[config.mk]
export PLATFORM = sky130hd
export DESIGN_NAME = mwt_cell
export DESIGN_NICKNAME = d
export VERILOG_FILES = /design/src/mwt_pkg.sv /design/src/mwt_ram.sv /design/src/mwt_cell.sv
export SDC_FILE = /design/constraint.sdc
export NUM_CORES = 2
export LEC_CHECK = 0
export BUFFER_PORTS_ARGS = -buffer_cell sky130_fd_sc_hd__buf_2
export CORE_ASPECT_RATIO = 0.9
export CORE_MARGIN = 3
export CORE_UTILIZATION = 63
export CTS_CLUSTER_SIZE = 24
export DETAILED_ROUTE_END_ITERATION = 6
export PLACE_DENSITY = 0.91
export SYNTH_ARGS = -nofsm -noshare
export SYNTH_HDL_FRONTEND = slang
export SYNTH_SLANG_ARGS = --single-unit
[constraint.sdc]
create_clock -name clock -period 7.41 [get_ports clock]
set_input_delay 0.3705 -clock clock [delete_from_list [all_inputs] [get_ports clock]]
set_output_delay 0.3705 -clock clock [all_outputs]
set_load 0.05 [all_outputs]
[src/mwt_pkg.sv]
// Package for the weight-transposed matrix multiply unit: word types, field widths,
// register indexes and the register clamp function. No dependencies.
package mwt_pkg;

   localparam int VALUE_W     = 16;
   localparam int PROD_W      = 32;
   localparam int DOT_W       = 40;
   localparam int ROW_W       = 12;
   localparam int COL_W       = 6;
   localparam int DEPTH_W     = 6;
   localparam int ROWS_REG_W  = 13;
   localparam int COLS_REG_W  = 7;
   localparam int DEPTH_REG_W = 7;
   localparam int CSR_INDEX_W = 2;
   localparam int CSR_DATA_W  = 13;

   localparam int DEF_MAX_COLS  = 64;
   localparam int DEF_MAX_DEPTH = 64;
   localparam int DEF_MAX_ROWS  = 4096;

   localparam int ROWS_RESET  = 4096;
   localparam int COLS_RESET  = 64;
   localparam int DEPTH_RESET = 64;

   localparam logic [CSR_INDEX_W-1:0] CSR_ROWS  = 2'd0;
   localparam logic [CSR_INDEX_W-1:0] CSR_COLS  = 2'd1;
   localparam logic [CSR_INDEX_W-1:0] CSR_DEPTH = 2'd2;

   localparam logic FUNC_LOAD = 1'b0;
   localparam logic FUNC_DATA = 1'b1;

   typedef struct packed {
      logic                      func;
      logic [COL_W-1:0]          col_index;
      logic [DEPTH_W-1:0]        depth_index;
      logic signed [VALUE_W-1:0] value;
   } mwt_req_type;

   typedef struct packed {
      logic [ROW_W-1:0]        row_index;
      logic [COL_W-1:0]        out_col;
      logic signed [DOT_W-1:0] dot;
      logic                    last_of_row;
   } mwt_rsp_type;

   typedef struct packed {
      logic rd;
      logic wr;
      logic mul;
      logic acc;
      logic clr;
      logic load;
      logic shift;
   } mwt_cell_ctl_type;

   function automatic int addr_width(input int n);
      return (n > 1) ? $clog2(n) : 1;
   endfunction

   function automatic logic [31:0] clamp_reg(input logic [31:0] v, input logic [31:0] top);
      logic [31:0] r;
      if (v == 32'd0) begin
         r = 32'd1;
      end else if (v > top) begin
         r = top;
      end else begin
         r = v;
      end
      return r;
   endfunction

endpackage

[src/mwt_ram.sv]
// Generic single-write, single-read RAM with registered read data.
// No dependencies.
module mwt_ram #(
   parameter int WIDTH = 16,
   parameter int DEPTH = 64,
   localparam int ADDR_W = (DEPTH > 1) ? $clog2(DEPTH) : 1
) (
   input  logic              clock,
   input  logic              we,
   input  logic [ADDR_W-1:0] waddr,
   input  logic [WIDTH-1:0]  wdata,
   input  logic              re,
   input  logic [ADDR_W-1:0] raddr,
   output logic [WIDTH-1:0]  rdata
);

   logic [WIDTH-1:0] mem [DEPTH];
   logic [WIDTH-1:0] rdata_ff;

   always_ff @(posedge clock) begin
      if (we) begin
         mem[waddr] <= wdata;
      end
      if (re) begin
         rdata_ff <= mem[raddr];
      end
   end

   assign rdata = rdata_ff;

endmodule

[src/mwt_cell.sv]
// One output column: weight RAM, multiplier, exact accumulator and a result
// shift stage chained to its neighbour. Depends on mwt_pkg and mwt_ram.
module mwt_cell #(
   parameter int MAX_DEPTH = mwt_pkg::DEF_MAX_DEPTH,
   localparam int ADDR_W = mwt_pkg::addr_width(MAX_DEPTH)
) (
   input  logic                                     clock,
   input  logic                                     reset,
   input  mwt_pkg::mwt_cell_ctl_type                ctl,
   input  logic [ADDR_W-1:0]                        addr,
   input  logic signed [mwt_pkg::VALUE_W-1:0]       wdata,
   input  logic signed [mwt_pkg::VALUE_W-1:0]       value,
   input  logic signed [mwt_pkg::DOT_W-1:0]         chain_in,
   output logic signed [mwt_pkg::DOT_W-1:0]         chain_out
);
   import mwt_pkg::*;

   logic [VALUE_W-1:0]      rdata;
   logic signed [PROD_W-1:0] prod_ff;
   logic signed [PROD_W-1:0] prod_in;
   logic signed [DOT_W-1:0]  acc_ff;
   logic signed [DOT_W-1:0]  acc_in;
   logic signed [DOT_W-1:0]  out_ff;
   logic signed [DOT_W-1:0]  out_in;
   logic signed [DOT_W-1:0]  base;
   logic signed [DOT_W-1:0]  addend;

   mwt_ram #(
      .WIDTH(VALUE_W),
      .DEPTH(MAX_DEPTH)
   ) u_ram (
      .clock(clock),
      .we(ctl.wr),
      .waddr(addr),
      .wdata(wdata),
      .re(ctl.rd),
      .raddr(addr),
      .rdata(rdata)
   );

   always_comb begin
      prod_in = value * $signed(rdata);
      base    = ctl.clr ? '0 : acc_ff;
      addend  = ctl.acc ? {{(DOT_W-PROD_W){prod_ff[PROD_W-1]}}, prod_ff} : '0;
      acc_in  = base + addend;
      out_in  = out_ff;
      if (ctl.load) begin
         out_in = acc_in;
      end else if (ctl.shift) begin
         out_in = chain_in;
      end
   end

   always_ff @(posedge clock) begin
      if (reset) begin
         acc_ff <= '0;
      end else if (ctl.acc || ctl.clr) begin
         acc_ff <= acc_in;
      end
   end

   always_ff @(posedge clock) begin
      if (ctl.mul) begin
         prod_ff <= prod_in;
      end
      out_ff <= out_in;
   end

   assign chain_out = out_ff;

endmodule

==> impl_results.md <==
* Run status: finished, violations left
* Failing checks: design-rule violations, max-capacitance violations, max-slew violations
* Crit Path Max Fanout at 16
* Pwr/cell area at 418 nW/um^2
* Die Y-Extent at 284 um
* Avg Inst Size Synth at 14.3 sq um
* Largest net degree at the start of global routing at 130
* Max rail drop VDD at 786 uV
* Final net count at 4392
* Die Wd at 314 um
* Ports at 127
* Core region area at 84700 sq um
* Longest Clk Path Bufs at 3
* Seq cells post-synth at 1152
* Post-Syn Nets at 4231
* CTS-repair resized insts at 0
* GRT Total Usage at 33.5%
* Fin. Hold Viols at 0
* WL/cell at 29.1 um
* TritonCTS Buffers at 105
* Post-synth design cell area at 53900 sq um
* Setup Viol. Count Final at 0
* Critical Path AT at 7.18 ns
* RD Place Congestion at 0.937
* Commonest non-fill, non-tap cell in the layout: edfxtp_1
* Worst min path class: in -> reg
* CP endpoint kind: flop
* Layout Skew at 0.0601 ns
* Vias at 35.9k
* Leakage dissipation at 21.4 nW
* Clk_lat worst skew at 0.72 ns
* CP endpoint: prod_ff[30]$_DFFE_PP_
* Setup TNS at 0 ns
* Period utilisation layout at 91.0%
* Sequential element share of the synthesized area at 63.4%
* Synth top area share at 61.9%
* Post-synthesis cell type count at 80
* Max-slew violation count at 2
* EDFF count, synth at 1112
* Pre-Repair DR Iteration Count at 7
* Detailed Place HPWL at 85.4 mm
* Worst-margin pin slew at 1.53 ns
* Rows at 101
* Full die area at 89200 sq um
* Reg2reg setup slack at 0.67 ns
* Ys async rst share at 0%
* TritonCTS clock tree: done
* Critical path type: reg -> reg
* RSZ-0062 raised after global routing: no
* Layout area overhead at 10.9%
* RR Endpoint: prod_ff[30]$_DFFE_PP_
* Final ANT Viol Nets at 0
* Most frequent cells in the layout: edfxtp_1, a22oi_1, inv_1
* Worst R2R Start: u_ram.rdata[5]$_DFFE_PP_
* Critical path origin: u_ram.rdata[5]$_DFFE_PP_
* Initial DRC count at 5819
* Vias in the first global route at 35.6k
* Most used DFF post-synth: edfxtp_1
* Initial core utilization at 63.7%
* Slew Limit Headroom at -2.75%
* Yosys warning count at 0
* Reg clk slew, reported paths at 0.07 ns
* Top cells by area, synth: edfxtp_1, fa_1, a22oi_1
* Required @ worst endpoint at 7.85 ns
* Initial antenna violation count at 9
* CP startpoint kind: flop
* Max Clock Freq at 148 MHz
* First-pass GRT wire length at 224 mm
* IO Port Bufs at 126
* DRC Markers at 13
* Clock root cell: clkbuf_16
* Grt total ovfl at 0
* # Max-Cap Violations at 1
* Clk sink count at 1152
* Layout cell share with drive strength beyond 1 at 10.9%
* Cells on worst reg2reg path at 21
* Min Tclk post-route at 6.74 ns
* # H-tree levels at 3
* Postcts setup bufs at 0
* Avg Vias per Cell at 6.98
* Overall Power at 25.0 mW
* Fillers at 4879
* Post-Route WL at 150 mm
* Synth Instances at 3760
* Synth area leader: edfxtp_1
-- power breakdown --
| part | total (mW) | switching (mW) | internal, mW | leakage (nW) |
|---|---|---|---|---|
| combinational | 11.5 | 6.76 | 4.74 | 9.27 |
| clock | 5.47 | 2.46 | 3.01 | 1.66 |
| sequential | 8.05 | 0.120 | 7.92 | 10.4 |
| total | 25.0 | 9.34 | 15.7 | 21.4 |
-- timing repair --
action,in CTS,in global routing
setup endpoints to repair,0,0
hold buffers,36,0
endpoints found under the hold margin,36,0
-- how the worst min path moves through the flow --
stage	startpoint	to	cells after the start
6_report	chain_in[27]	chain_out[27]$_DFFE_PP_	3
5_1_grt	chain_in[27]	chain_out[27]$_DFFE_PP_	3
4_1_cts	chain_in[18]	chain_out[18]$_DFFE_PP_	3
3_5_place_dp	acc_ff[31]$_SDFFE_PP0P_	acc_ff[31]$_SDFFE_PP0P_	2
3_3_place_gp	acc_ff[21]$_SDFFE_PP0P_	acc_ff[21]$_SDFFE_PP0P_	2
2_1_floorplan	acc_ff[6]$_SDFFE_PP0P_	acc_ff[6]$_SDFFE_PP0P_	2
-- flip-flops by register name, indices dropped and copies added (netlist names) --
register,count
chain_out,40
u_ram.mem,1024
acc_ff,40
u_ram.rdata,16
prod_ff,32
-- critical path: stages, from the launching register on --
cell and delay (ns):
edfxtp_1 0.66, and2_1 0.29, fa_1 0.50, inv_1 0.05
fa_1 0.48, fa_1 0.52, inv_1 0.06, fa_1 0.50
fa_1 0.54, inv_1 0.08, fa_1 0.50, inv_1 0.05
ha_1 0.37, a21o_1 0.23, a2111oi_0 0.52, o2bb2ai_1 0.18
a31oi_1 0.11, and3_1 0.26, o32ai_1 0.23, o311ai_1 0.17
o211ai_1 0.13, xnor2_1 0.09
-- cells in the mapped netlist, types with 3 or more instances --
library cell / count
a211o_1: 4
a211oi_1: 11
a21o_1: 22
a21o_2: 3
a21oi_1: 134
a21oi_2: 4
a221oi_1: 91
a22o_1: 90
a22oi_1: 334
a31oi_1: 91
and2_1: 160
and3_1: 17
buf_1: 31
clkbuf_1: 162
dfxtp_1: 40
edfxtp_1: 1112
fa_1: 263
ha_1: 121
inv_1: 301
mux2_2: 26
nand2_1: 224
nand2b_1: 10
nand3_1: 46
nand3b_1: 4
nand4_1: 53
nor2_1: 131
nor2b_1: 44
nor3_1: 15
nor3b_1: 6
nor4_1: 11
o2111ai_1: 4
o211ai_1: 11
o21a_1: 14
o21ai_0: 28
o21bai_1: 7
o31ai_1: 7
or2_2: 4
or3_1: 8
xnor2_1: 53
xor2_1: 12
-- layer usage --
| metal | routed length [um] | GRT usage (%) | vias to the layer above |
|---|---|---|---|
| met5 | 124 | 0.487 | - |
| met4 | 7840 | 14.3 | 12 |
| met3 | 22800 | 10.8 | 638 |
| met2 | 67900 | 50.7 | 3326 |
| met1 | 51300 | 45.3 | 17500 |
| li1 | - | - | 14400 |
-- final cells by class --
cell class / count / area (sq um) / area share [%]
Clock inverter: 74 / 733 / 1.23
Antenna cell: 4 / 10.0 / 0.0167
Clock buffer: 121 / 2690 / 4.49
Multi-Input combinational cell: 2109 / 17900 / 29.9
Inverter: 301 / 1130 / 1.89
Tap cell: 1133 / 1420 / 2.37
Sequential cell: 1152 / 34200 / 57.2
Timing Repair Buffer: 252 / 1740 / 2.91
-- stage by stage --
step	hold WS [ns]	util [%]	setup WS, ns	std cells	cell area [sq um]
3_3_place_gp	0.434	66.2	0.966	4911	56000
4_1_cts	0.00199	70.6	0.738	5142	59800
2_1_floorplan	0.427	-	1.31	3760	53900
3_5_place_dp	0.439	66.2	0.673	4911	56000
6_report	0.0722	70.6	0.668	5146	59800
5_1_grt	0.0534	70.6	0.346	5143	59800
-- cells by family (layout without fill, tap and decap cells) --
family / count (synthesis) / after routing / share of synthesized area, %
and+or+nand+nor: 748 / 748 / 6.99
xor gates and xnor gates: 65 / 65 / 1.06
DFF: 1152 / 1152 / 63.4
muxes: 28 / 28 / 0.589
adders and majority gates: 384 / 384 / 12.6
AOI/OAI and AO/OA: 884 / 884 / 11.9
buffers and inverters: 499 / 748 / 3.50
other: 0 / 4 / 0
Note: power is estimated with default switching activity, not from simulation.
